<file path="config.mk">
export PLATFORM = sky130hd
export DESIGN_NAME = nzbw_ctrl
export DESIGN_NICKNAME = d
export VERILOG_FILES = /design/src/hdl/nzbw_pkg.sv /design/src/hdl/nzbw_ctrl.sv
export SDC_FILE = /design/constraint.sdc
export NUM_CORES = 1
export LEC_CHECK = 0
export BUFFER_PORTS_ARGS = -buffer_cell sky130_fd_sc_hd__clkbuf_2
export CORE_UTILIZATION = 45
export DETAILED_ROUTE_END_ITERATION = 7
export GPL_TIMING_DRIVEN = 0
export PLACE_DENSITY = 0.7
export SETUP_SLACK_MARGIN = 0.05
export SLEW_MARGIN = 20
export SYNTH_ARGS = -nofsm -noshare
export SYNTH_HDL_FRONTEND = slang
export SYNTH_SLANG_ARGS = --single-unit
</file>
<file path="constraint.sdc">
create_clock -name clock -period 2.05 [get_ports clock]
set_input_delay 0.205 -clock clock [delete_from_list [all_inputs] [get_ports clock]]
set_output_delay 0.205 -clock clock [all_outputs]
set_load 0.01 [all_outputs]
</file>
<file path="src/hdl/nzbw_pkg.sv">
// Nested zone blend weights: shared widths, command/status structs, codes.
// No dependencies; imported by every other file of the block but nzbw_ram.
package nzbw_pkg;

   localparam int COORD_W   = 24;
   localparam int RAD_W     = 24;
   localparam int ZIDX_W    = 4;
   localparam int CNT_W     = 5;
   localparam int WEIGHT_W  = 17;
   localparam int FRAC_W    = 16;
   localparam int DIFF_W    = COORD_W + 1;
   localparam int D2_W      = 2 * DIFF_W;
   localparam int SQIN_W    = D2_W + 8;
   localparam int ROOT_W    = SQIN_W / 2;
   localparam int SREM_W    = ROOT_W + 3;
   localparam int DEN_W     = RAD_W + 4;
   localparam int ENTRY_W   = 3 * COORD_W + 2 * RAD_W;
   localparam int STEP_W    = 5;

   localparam logic [WEIGHT_W-1:0] WEIGHT_ONE = WEIGHT_W'(1) << FRAC_W;

   localparam logic [STEP_W-1:0] SQRT_LAST = STEP_W'(ROOT_W - 1);
   localparam logic [STEP_W-1:0] DIV_LAST  = STEP_W'(FRAC_W - 1);

   localparam logic REQ_LOAD  = 1'b0;
   localparam logic REQ_QUERY = 1'b1;

   // square/accumulate sequence
   localparam logic [2:0] SQ_DX   = 3'd0;
   localparam logic [2:0] SQ_DY   = 3'd1;
   localparam logic [2:0] SQ_DZ   = 3'd2;
   localparam logic [2:0] SQ_IN   = 3'd3;
   localparam logic [2:0] SQ_OUT  = 3'd4;
   localparam logic [2:0] SQ_DONE = 3'd5;

   typedef enum logic [1:0] {
      WSEL_ONE,
      WSEL_ZERO,
      WSEL_COMP,
      WSEL_SCALE
   } wsel_type;

   typedef struct packed {
      logic       zone_we;
      logic       mul_en;
      logic [2:0] mstep;
      logic       q_clear;
      logic       sqrt_init;
      logic       sqrt_step;
      logic       div_init;
      logic       div_step;
      logic       w_we;
      wsel_type   w_sel;
      logic       rsp_load;
   } dp_cmd_type;

   typedef struct packed {
      logic in_core;
      logic between;
   } dp_stat_type;

endpackage

</file>
<file path="src/hdl/nzbw_ctrl.sv">
// Controller: request decode, zone walk sequencing, response handshake.
// Depends on nzbw_pkg; commands nzbw_datapath.
module nzbw_ctrl import nzbw_pkg::*; #(
   parameter int MAX_ZONES = 16,
   localparam int ZW = $clog2(MAX_ZONES)
) (
   input  logic              clock,
   input  logic              reset,
   input  logic              csr_valid,
   output logic              csr_ready,
   input  logic [CNT_W-1:0]  csr_zone_count,
   input  logic              req_valid,
   output logic              req_ready,
   input  logic              req_type,
   input  logic [ZIDX_W-1:0] req_zone_index,
   output logic              rsp_valid,
   input  logic              rsp_ready,
   output logic [ZIDX_W-1:0] rsp_out_zone,
   output logic              rsp_last,
   input  dp_stat_type       stat,
   output dp_cmd_type        cmd,
   output logic [ZW-1:0]     zone_addr,
   output logic [ZW-1:0]     w_raddr,
   output logic [ZW-1:0]     w_waddr
);
   typedef enum logic [3:0] {
      S_IDLE, S_LOAD, S_QINIT, S_ZREAD, S_SQUARE, S_CLASSIFY, S_SQRT, S_DIVSET,
      S_DIV, S_ZONEWR, S_PROPRD, S_PROPWR, S_NEXT, S_EMITRD, S_EMITLD, S_EMITWAIT
   } state_type;

   state_type         state_ff;
   logic [CNT_W-1:0]  count_ff;
   logic [ZW-1:0]     last_ff, zi_ff, pj_ff;
   logic [STEP_W-1:0] step_ff;
   logic              load_ok_ff, req_ready_ff, rsp_valid_ff, rsp_last_ff;
   logic [ZIDX_W-1:0] rsp_zone_ff;

   assign csr_ready    = 1'b1;
   assign req_ready    = req_ready_ff;
   assign rsp_valid    = rsp_valid_ff;
   assign rsp_last     = rsp_last_ff;
   assign rsp_out_zone = rsp_zone_ff;
   assign zone_addr    = zi_ff;
   assign w_raddr      = pj_ff;

   always_ff @(posedge clock) begin
      if (reset) begin
         state_ff     <= S_IDLE;
         count_ff     <= CNT_W'(1);
         req_ready_ff <= 1'b1;
         rsp_valid_ff <= 1'b0;
         rsp_last_ff  <= 1'b0;
         load_ok_ff   <= 1'b0;
         step_ff      <= '0;
         last_ff      <= '0;
         zi_ff        <= '0;
         pj_ff        <= '0;
         rsp_zone_ff  <= '0;
      end else begin
         if (csr_valid) begin
            count_ff <= csr_zone_count;
         end
         case (state_ff)
            S_IDLE: begin
               if (req_valid && req_ready_ff) begin
                  req_ready_ff <= 1'b0;
                  if (req_type == REQ_LOAD) begin
                     zi_ff      <= ZW'(req_zone_index);
                     load_ok_ff <= int'(req_zone_index) < MAX_ZONES;
                     state_ff   <= S_LOAD;
                  end else begin
                     if (count_ff == '0) begin
                        last_ff <= '0;
                     end else if (int'(count_ff) > MAX_ZONES) begin
                        last_ff <= ZW'(MAX_ZONES - 1);
                     end else begin
                        last_ff <= ZW'(count_ff - CNT_W'(1));
                     end
                     state_ff <= S_QINIT;
                  end
               end
            end
            S_LOAD: begin
               req_ready_ff <= 1'b1;
               state_ff     <= S_IDLE;
            end
            S_QINIT: begin
               if (last_ff == '0) begin
                  pj_ff    <= '0;
                  state_ff <= S_EMITRD;
               end else begin
                  zi_ff    <= last_ff - ZW'(1);
                  state_ff <= S_ZREAD;
               end
            end
            S_ZREAD: begin
               step_ff  <= '0;
               state_ff <= S_SQUARE;
            end
            S_SQUARE: begin
               if (step_ff[2:0] == SQ_DONE) begin
                  step_ff  <= '0;
                  state_ff <= S_CLASSIFY;
               end else begin
                  step_ff <= step_ff + STEP_W'(1);
               end
            end
            S_CLASSIFY: begin
               if (stat.in_core) begin
                  state_ff <= S_ZONEWR;
               end else if (stat.between) begin
                  state_ff <= S_SQRT;
               end else begin
                  state_ff <= S_NEXT;
               end
            end
            S_SQRT: begin
               if (step_ff == SQRT_LAST) begin
                  step_ff  <= '0;
                  state_ff <= S_DIVSET;
               end else begin
                  step_ff <= step_ff + STEP_W'(1);
               end
            end
            S_DIVSET: begin
               state_ff <= S_DIV;
            end
            S_DIV: begin
               if (step_ff == DIV_LAST) begin
                  step_ff  <= '0;
                  state_ff <= S_ZONEWR;
               end else begin
                  step_ff <= step_ff + STEP_W'(1);
               end
            end
            S_ZONEWR: begin
               pj_ff    <= zi_ff + ZW'(1);
               state_ff <= S_PROPRD;
            end
            S_PROPRD: begin
               state_ff <= S_PROPWR;
            end
            S_PROPWR: begin
               if (pj_ff == last_ff) begin
                  state_ff <= S_NEXT;
               end else begin
                  pj_ff    <= pj_ff + ZW'(1);
                  state_ff <= S_PROPRD;
               end
            end
            S_NEXT: begin
               if (zi_ff == '0) begin
                  pj_ff    <= '0;
                  state_ff <= S_EMITRD;
               end else begin
                  zi_ff    <= zi_ff - ZW'(1);
                  state_ff <= S_ZREAD;
               end
            end
            S_EMITRD: begin
               state_ff <= S_EMITLD;
            end
            S_EMITLD: begin
               rsp_valid_ff <= 1'b1;
               rsp_zone_ff  <= ZIDX_W'(pj_ff);
               rsp_last_ff  <= pj_ff == last_ff;
               state_ff     <= S_EMITWAIT;
            end
            S_EMITWAIT: begin
               if (rsp_ready) begin
                  rsp_valid_ff <= 1'b0;
                  if (rsp_last_ff) begin
                     req_ready_ff <= 1'b1;
                     state_ff     <= S_IDLE;
                  end else begin
                     pj_ff    <= pj_ff + ZW'(1);
                     state_ff <= S_EMITRD;
                  end
               end
            end
            default: begin
               state_ff <= S_IDLE;
            end
         endcase
      end
   end

   always_comb begin
      cmd       = '0;
      cmd.w_sel = WSEL_ZERO;
      w_waddr   = zi_ff;
      case (state_ff)
         S_LOAD: begin
            cmd.zone_we = load_ok_ff;
         end
         S_QINIT: begin
            cmd.w_we  = 1'b1;
            cmd.w_sel = WSEL_ONE;
            w_waddr   = last_ff;
         end
         S_SQUARE: begin
            cmd.mul_en = 1'b1;
            cmd.mstep  = step_ff[2:0];
         end
         S_CLASSIFY: begin
            if (stat.in_core) begin
               cmd.q_clear = 1'b1;
            end else if (stat.between) begin
               cmd.sqrt_init = 1'b1;
            end else begin
               cmd.w_we = 1'b1;
            end
         end
         S_SQRT:   cmd.sqrt_step = 1'b1;
         S_DIVSET: cmd.div_init  = 1'b1;
         S_DIV:    cmd.div_step  = 1'b1;
         S_ZONEWR: begin
            cmd.w_we  = 1'b1;
            cmd.w_sel = WSEL_COMP;
         end
         S_PROPWR: begin
            cmd.w_we  = 1'b1;
            cmd.w_sel = WSEL_SCALE;
            w_waddr   = pj_ff;
         end
         S_EMITLD: cmd.rsp_load = 1'b1;
         default: ;
      endcase
   end
endmodule

</file>
==> results.txt, run 1 <==
The share of total power consumed by net switching was 43.4%; the transition time of the tightest slew-check pin was 0.672 ns. Dividing the detail-routed wire length by the instance count gives 15.8 um. The analysis attributes to net switching a power of 1.58 mW.

The floorplan die area was 0.00582 mm2; the total of flip-flops plus latches after synthesis was 34. The run gives 1.31 nW as the static leakage power. In the synthesized netlist the async set-or-reset flop fraction comes to 0%. Walking the worst path, the cells encountered are buf_4 -> or4_4 -> nor3_4 -> o211ai_4 -> a211oi_1 -> a211oi_1.

The biggest area contributor in the post-synthesis netlist is sky130_fd_sc_hd__dfxtp_1. The run gives 2314 as the via count of the first global-routing pass. The first TritonRoute pass finished after 4 iterations. The total power is 3.64 mW, and the total power density per cell area is 1180 mW/mm2. Counting flops with a built-in enable in the synthesized netlist gives 0. Counting stages on the worst path, the most repeated cell is sky130_fd_sc_hd__a211oi_1.

For the initial antenna violation count, the log shows 0. The tightest min-delay check is of the in2reg type. Ranked by total cell area, the synthesized netlist is headed by sky130_fd_sc_hd__dfxtp_1, sky130_fd_sc_hd__nand2_1, sky130_fd_sc_hd__ha_1. The final critical path takes up 93.6% of the cycle. The clock network burns 20.8% of the power.

Input and output buffers added on the ports amount to 48. The worst reg-to-reg setup slack was 0.13 ns; the number of inserted diodes was 0. For this run, design rule violations remaining after detail routing come to 0. Counting along the longest clock path gives a buffer depth of 2.

The mapped netlist covers 0.00248 mm2. For this block, the routed nets add up to 6900 um of wire. Entering global routing, the biggest net connects 13 pins. Once detail routing completed, the nets flagged for antenna violations numbered 0.

The tree built by TritonCTS fans out to 34 sinks. Following the worst setup path forward leads to its endpoint at zone_addr[2]. Dividing the detail-routed via count by the number of cells gives 5.86. The logs give 27.4% for the sequential cell area fraction in the yosys report and 26 for the number of placement rows. The endpoint identified for the worst register-to-register timing path is zone_addr[2]. The die span in y was 76.3 um. HPWL after detailed placement: 4920 um. The run finished with clean final reports. For the aggregate global-route resource usage, the log shows 23.9%.

The worst register-to-register path has a depth of 6. Setup repair after global routing left no endpoint under its margin. The delay contributed by the slowest stage of the critical path was 0.55 ns.

The final number of max-transition violations was 0. Among all stages on the critical path, the largest delay is contributed by sky130_fd_sc_hd__or4_4. In this run, the number of DRC markers left after iteration 0 of detailed routing was 173. At the end of routability-driven placement, the weighted congestion stood at 0.855. Cells fill 59.2% of the core in the end.

CTS built an H-tree with a depth of 2. The run gives 55.2% as the worst max-slew margin expressed relative to the limit. The tool flagged a number of max-cap violations equal to 0. The mean cell area of the mapped netlist is 8.04 um2. The most used flip-flop cell after synthesis was sky130_fd_sc_hd__dfxtp_1.

The critical path is of the reg2reg type. The tools report the global-route wire length before repair as 11200 um. Counting the fill cells in the layout gives 493.

Along the worst path, the maximum fanout reaches 10. The number of nets handed over by synthesis was 334. TritonCTS built the clock tree. The later pin in the worst-skew pair is clocked with a latency of 0.28 ns.

In this run the count of I/O pins placed on the die edge is 51. CTS placed an instance of sky130_fd_sc_hd__clkbuf_8 at the clock tree root. The synthesis-to-finish area growth came out at 24.0%. For the final net count, the log shows 392.

After clock tree synthesis, the clock-pin slew on the worst setup and hold paths is 0.08 ns. The startpoint of the lowest-slack register-to-register path was state_ff[2]. Sequential cells burn 27.1% of the power.

The fraction of layout instances using a drive strength above 1 came out at 29.1%. The fmax came out at 521 MHz. The run gives 0 as the count of endpoints failing hold in the final timing report. Measured along the x axis, the die boundary spans 76.3 um.

The data arrival at the endpoint of the critical path was 2.06 ns. Setup violations remaining at the end of the flow were counted as 0. The most common cell after layout, fill and taps aside is sky130_fd_sc_hd__clkbuf_2.

The total via count after detailed routing is 2566. Of the total power, combinational logic draws 52.1%. Between clock sinks in the finished design, the worst skew comes to 0.00359 ns. The tools report the core box area as 0.00520 mm2. Leaving out fill and tap cells, the most frequent cells in the layout are sky130_fd_sc_hd__clkbuf_2, sky130_fd_sc_hd__nand2_1, sky130_fd_sc_hd__dfxtp_1. STA classifies the critical path endpoint as a flop.

IR analysis of the VDD net gives a maximum drop of 0.000623 V. The critical path required time came out at 2.20 ns. For this configuration, the core starts out at a cell density of 47.7%. The residual overflow from global routing was 0. The run gives 0 as the number of warnings issued by yosys. Tracing the worst setup path back leads to its startpoint at state_ff[2].

The internal power of the cells was 2.06 mW. The kind of launch point of the worst setup path was a flop. After layout, the minimum clock period comes to 1.92 ns. Counting the buffers created by CTS gives 5. The share of synthesized area in the top cell type comes to 27.4%. The gate count of the mapped netlist was 309. The number of library cell types mapped by synthesis was 73.
power by group through the flow:
stage | clock network (mW) | registers, mW | logic, mW
finish | 0.757 | 0.987 | 1.89
global route | 0.802 | 1.00 | 2.06
CTS | 0.766 | 0.967 | 1.75
detailed placement | 0 | 0.975 | 1.67
global placement | 0 | 0.971 | 1.66
floorplan | 0 | 0.941 | 1.25
metrics by stage:
stage | instance area (um2) | instances | TNS [ns] | hold WS, ns | setup slack (ns)
global route | 3080 | 438 | 0 | 0.136 | 0.0311
global placement | 2810 | 427 | -0.121 | 0.424 | -0.121
CTS | 3000 | 435 | 0 | 0.126 | 0.0525
detailed placement | 2810 | 427 | -0.157 | 0.420 | -0.157
floorplan | 2480 | 309 | 0 | 0.331 | 0.0882
finish | 3080 | 438 | 0 | 0.130 | 0.130
cell type report:
class,count,area [um2],area share (%)
clock buffer,5,68.8,2.23
buffer,21,149,4.84
inverter,19,71.3,2.32
multi-input combinational,235,1680,54.7
sequential,34,688,22.3
tap,70,87.6,2.84
clock inverter,3,68.8,2.23
timing repair buffer,51,263,8.53
synth_stat cells (3+ instances only):
cell / instances
sky130_fd_sc_hd__o32ai_1: 3
sky130_fd_sc_hd__a311oi_1: 3
sky130_fd_sc_hd__buf_2: 5
sky130_fd_sc_hd__inv_1: 18
sky130_fd_sc_hd__nor3_1: 11
sky130_fd_sc_hd__nor4_2: 3
sky130_fd_sc_hd__buf_4: 3
sky130_fd_sc_hd__a22oi_1: 6
sky130_fd_sc_hd__nor4_1: 3
sky130_fd_sc_hd__a21oi_1: 16
sky130_fd_sc_hd__ha_1: 8
sky130_fd_sc_hd__nand4_1: 3
sky130_fd_sc_hd__buf_6: 4
sky130_fd_sc_hd__dfxtp_1: 34
sky130_fd_sc_hd__a211oi_1: 11
sky130_fd_sc_hd__and2_1: 6
sky130_fd_sc_hd__nor3b_1: 3
sky130_fd_sc_hd__o211ai_1: 3
sky130_fd_sc_hd__o21ai_0: 17
sky130_fd_sc_hd__nand2_1: 31
sky130_fd_sc_hd__clkbuf_1: 7
sky130_fd_sc_hd__nor2_1: 26
sky130_fd_sc_hd__xor2_1: 4
sky130_fd_sc_hd__nand2b_1: 3
sky130_fd_sc_hd__nand3_1: 11
sky130_fd_sc_hd__o21a_1: 3
sky130_fd_sc_hd__mux2i_1: 9
flip-flops by register name, summed over array words and instances, names as in the netlist, 4 cells and up:
signal,count
count_ff,5
last_ff,4
rsp_out_zone,4
state_ff,4
step_ff,5
w_raddr,4
zone_addr,4
how the worst min path moves through the flow:
stage,endpoint,depth (start not counted),start,slack [ns]
after floorplan,count_ff[0],2,csr_zone_count[0],0.33
after global placement,count_ff[0],3,csr_zone_count[0],0.42
after detailed placement,count_ff[0],3,csr_zone_count[0],0.42
after CTS,count_ff[0],3,csr_zone_count[0],0.13
after global routing,count_ff[0],3,csr_zone_count[0],0.14
final,count_ff[0],3,csr_zone_count[0],0.13
worst max-delay path, delay by kind of cell (launching register included):
| kind | cells | cell delay, ns |
|---|---|---|
| compound gates | 3 | 0.48 |
| buf+inv | 1 | 0.18 |
| flops | 1 | 0.33 |
| simple gates | 2 | 0.80 |
logic make-up after synthesis:
| kind of cell | after synthesis | share of synthesized area (%) |
|---|---|---|
| other | 1 | 0.151 |
| buffers and inverters | 40 | 8.01 |
| adders and majority gates | 10 | 4.84 |
| AOI/OAI and AO/OA | 86 | 25.0 |
| DFF | 34 | 27.4 |
| and+or+nand+nor | 120 | 27.5 |
| xor gates and xnor gates | 6 | 2.12 |
| muxes | 12 | 4.99 |
per-layer routing:
metal	routed length [um]	GRT usage [%]	vias up	part of all wire [%]
met1	3070	32.1	1206	45
li1	-	-	1243	-
met3	415	4.19	15	6.0
met4	159	7.50	0	2.3
met2	3250	38.6	102	47
met5	0	0	-	0
repair_timing:
item | 4_1_cts | 5_1_grt
hold buffers | 0 | 0
setup buffers | 0 | 3
hold endpoints to repair | 0 | 0
endpoints found under the setup margin | 13 | 14
pin swaps | 1 | 5
gates resized for setup | 14 | 14
No activity file was read; power rests on OpenSTA's default activity.
==> run 2: changes to the inputs <==
GPL_ROUTABILITY_DRIVEN = 0   (was unset)
SETUP_SLACK_MARGIN = 0.5   (was 0.05)
clock period = 1.6 ns   (was 2.05 ns; I/O delays follow)
==> run 2 against run 1 <==
  * The flow now finishes with violations (setup timing)
  * Cell count up 9.8%
  * Sequential power up 35%
  * Non-clock buffer count up 43
  * Sequential share of layout area down 3.6 points
  * Power up 57%
  * Core utilization up 14 points
  * Worst hold slack worse by 0.031 ns
  * Worst setup slack worse by 0.37 ns
  * Via count up 9.9%
  * Final area up 24%
==> results.txt, run 2 (same netlist as run 1, synthesis figures left out) <==
The hold buffer count at cts came out at 0 (unchanged). In this design, the largest share of critical-path delay is due to compound AO/OA/AOI/OAI gates. The transition time of the tightest slew-check pin works out to 0.564 ns (-0.108 ns). The startpoint identified for the worst hold timing path is csr_zone_count[0]. The worst setup skew after layout was 0.00440 ns (+0.000808 ns); the floorplan die width was 76.3 um (unchanged). For the DRC violation count after routing, the log shows 0 (unchanged). For the via count of the first global-routing pass, the log shows 2622 (+13%).

The library cell used most frequently in the layout, excluding fill and tap cells, is sky130_fd_sc_hd__clkbuf_2. The initial DRC count is 228 (+32%), and the starting utilization of the core area is 47.7% (unchanged). Total clock buffers created by CTS: 5 (unchanged). The number of port buffers is 48 (unchanged), and the post-placement cell count is 427 (unchanged). The top cell types in the final layout, fill and taps aside, are sky130_fd_sc_hd__clkbuf_2, sky130_fd_sc_hd__buf_4, sky130_fd_sc_hd__nand2_1.

Global-route wire length before repair: 12800 um (+14%). HPWL after detailed placement: 4990 um (+1.4%). The startpoint identified for the worst register-to-register timing path is state_ff[3]. The register area came out at 713 um2 (+3.6%). Traced cell by cell, the critical path runs through buf_6 -> nand4_1 -> a21oi_2 -> a211oi_2 -> and4bb_1 -> a221o_1. The static leakage power is 1.60 nW (+23%), and the worst max-slew margin expressed relative to the limit is 62.4% (+7.2 points). The tools report the type of destination of the critical path as a flop.

Synthesis-to-finish area growth: 53.2%. The run finished, with violations left. The average wire per cell in the routed design is 16.9 um (+7.0%), and the clock-pin slew reported for the worst setup and hold paths after clock tree synthesis is 0.08 ns (about the same). The final net count is 435 (+11%). The final number of max-transition violations is 0 (unchanged). Cell at the slowest stage of the critical path: sky130_fd_sc_hd__dfxtp_4. The checks that failed: setup timing. The residual overflow from global routing came out at 0 (unchanged). The tools report the area of the multi-input gates as 0.00195 mm2 (+16%).

The number of cells on the critical path is 6 (unchanged). The sum of routed wire length over all layers is 8110 um (+17%). For the fill cell instance count of the final layout, the log shows 396 (-20%). The total power density per cell area came out at 1500 mW/mm2 (+27%). Worst supply voltage drop on vdd: 0.00103 V (+65%). The number of setup violations in the final report was 35 (+35).

The initial antenna violation count was 0 (unchanged). The number of antenna-violating nets in the routed design came out at 0 (unchanged). The run gives 34 (unchanged) as the number of clock sinks seen by CTS. The tools report the top-level port count as 51 (unchanged). The global-route met3 utilization is 4.79% (+0.60 points), and the data arrival at the endpoint of the critical path is 2.02 ns (-0.04 ns).

The final-layout setup total negative slack came out at -4.60 ns (-4.60 ns). The most critical setup path has its endpoint at w_raddr[2]. The tools report the clock latency at the later pin of the worst-skew pair as 0.29 ns (about the same). The buffers plus inverters on the worst setup path is 1 (unchanged), and the count of endpoints failing hold in the final timing report is 0 (unchanged).

The tools report the number of H-tree levels as 2 (unchanged). met2 is the most crowded layer. STA classifies the critical path startpoint as a flop.

The destination of the worst register-to-register timing path is w_raddr[2]. The run gives 46.0% (+7.4 points) as the met2 usage in global routing. The worst reg2reg path depth is 6 (unchanged). The worst min-delay path class was in2reg. The floorplan die area was 0.00582 mm2 (unchanged).

The root cell of the clock tree was sky130_fd_sc_hd__clkbuf_8. For the maximum count of clock buffers along a single path, the log shows 2 (unchanged). The most critical setup path has its startpoint at state_ff[3]. The tools report the total via count after detailed routing as 2820 (+9.9%). The die span in y was 76.3 um (unchanged). The reported max-cap violation count is 0 (unchanged), and the core box area is 0.00520 mm2 (unchanged). Setup repair after global routing could not meet its margin everywhere. The fraction of the cycle the final worst path needs is 115% (+21 points), and the met1 demand-to-capacity share in global routing is 35.4% (+3.3 points).

TritonCTS built the clock tree. The number of placement rows is 26 (unchanged), and the largest fanout on the critical path is 10 (unchanged). For the worst reg-to-reg setup slack, the log shows -0.24 ns (-0.37 ns).

The number of inserted diodes was 0 (unchanged); the post-route minimum period was 1.84 ns (-0.0836 ns). The critical setup path kind was reg2reg. The worst hold-check slack is 0.0993 ns (-0.0306 ns). The largest registers in the layout are count_ff x5, step_ff x5.

The critical path required time came out at 1.78 ns (-0.42 ns). The final worst setup slack was -0.236 ns (-0.366 ns). The first-pass iteration count of the detailed router was 5 (+1). For the fmax, the log shows 545 MHz (+4.6%).

The fraction of layout instances using a drive strength above 1 is 50.4% (+21 points). For the count of non-filler cells in the finished layout, the log shows 481 (+9.8%). The aggregate global-route resource usage was 27.2% (+3.3 points). The delay contributed by the slowest stage of the critical path was 0.42 ns (-0.13 ns); the via density per instance was 5.86 (about the same). The tools report the maximum number of pins on one net before global-route repair as 13 (unchanged).
run 2: cell types whose count changed in the layout (fill, tap and decap cells not counted), sizes merged:
cell,previous run,this run
buf,16,64
clkbuf,61,56
bufinv,2,1
clkinv,1,0
clkinvlp,0,1
inv,19,20
run 2: how the worst min path moves through the flow:
stage / depth (start not counted) / end
after floorplan: 2 / count_ff[0]
after global routing: 3 / count_ff[0]
after global placement: 3 / count_ff[0]
final: 3 / count_ff[0]
after detailed placement: 3 / count_ff[0]
after CTS: 3 / count_ff[0]
run 2: repair_timing:
action,4_1_cts,5_1_grt
buffers inserted,36,7
cloned,3,0
pin swaps,22,9
endpoints found under the setup margin,56,48
resized for setup,61,23
run 2: cell type report:
type                    instances  area share [%]
plain buffers                  21            5.95
clock buffers                   5            1.81
clock inverters                 3            1.15
inverters                      19            2.01
multi-input cells             235            51.4
flip-flops and latches         34            18.7
well taps                      70            2.30
repair buffers                 94            16.7
run 2: layer usage:
metal | vias up | share of wire (%)
li1 | 1340 | -
met1 | 1312 | 43
met2 | 144 | 48
met3 | 24 | 7.5
met4 | 0 | 1.7
met5 | - | 0
run 2: power by group:
part	leakage (nW)	internal [mW]	switching (mW)
logic	1.26	1.74	1.81
registers	0.285	1.03	0.298
clock network	0.0547	0.465	0.359
total	1.60	3.24	2.46
run 2: stage by stage:
step	total power, mW	utilization (%)	setup slack [ns]	instance area [um2]
6_report	5.70	73.1	-0.236	3800
5_1_grt	5.99	73.1	-0.295	3800
4_1_cts	5.45	70.8	-0.187	3680
3_5_place_dp	3.70	57.8	-0.446	3010
3_3_place_gp	3.69	57.8	-0.457	3010
2_1_floorplan	3.09	-	-0.102	2680
run 2: tightest hold or removal path: stages:
cell	delay, ns
sky130_fd_sc_hd__clkbuf_2	0.08
sky130_fd_sc_hd__nand2_1	0.04
sky130_fd_sc_hd__o211ai_1	0.07
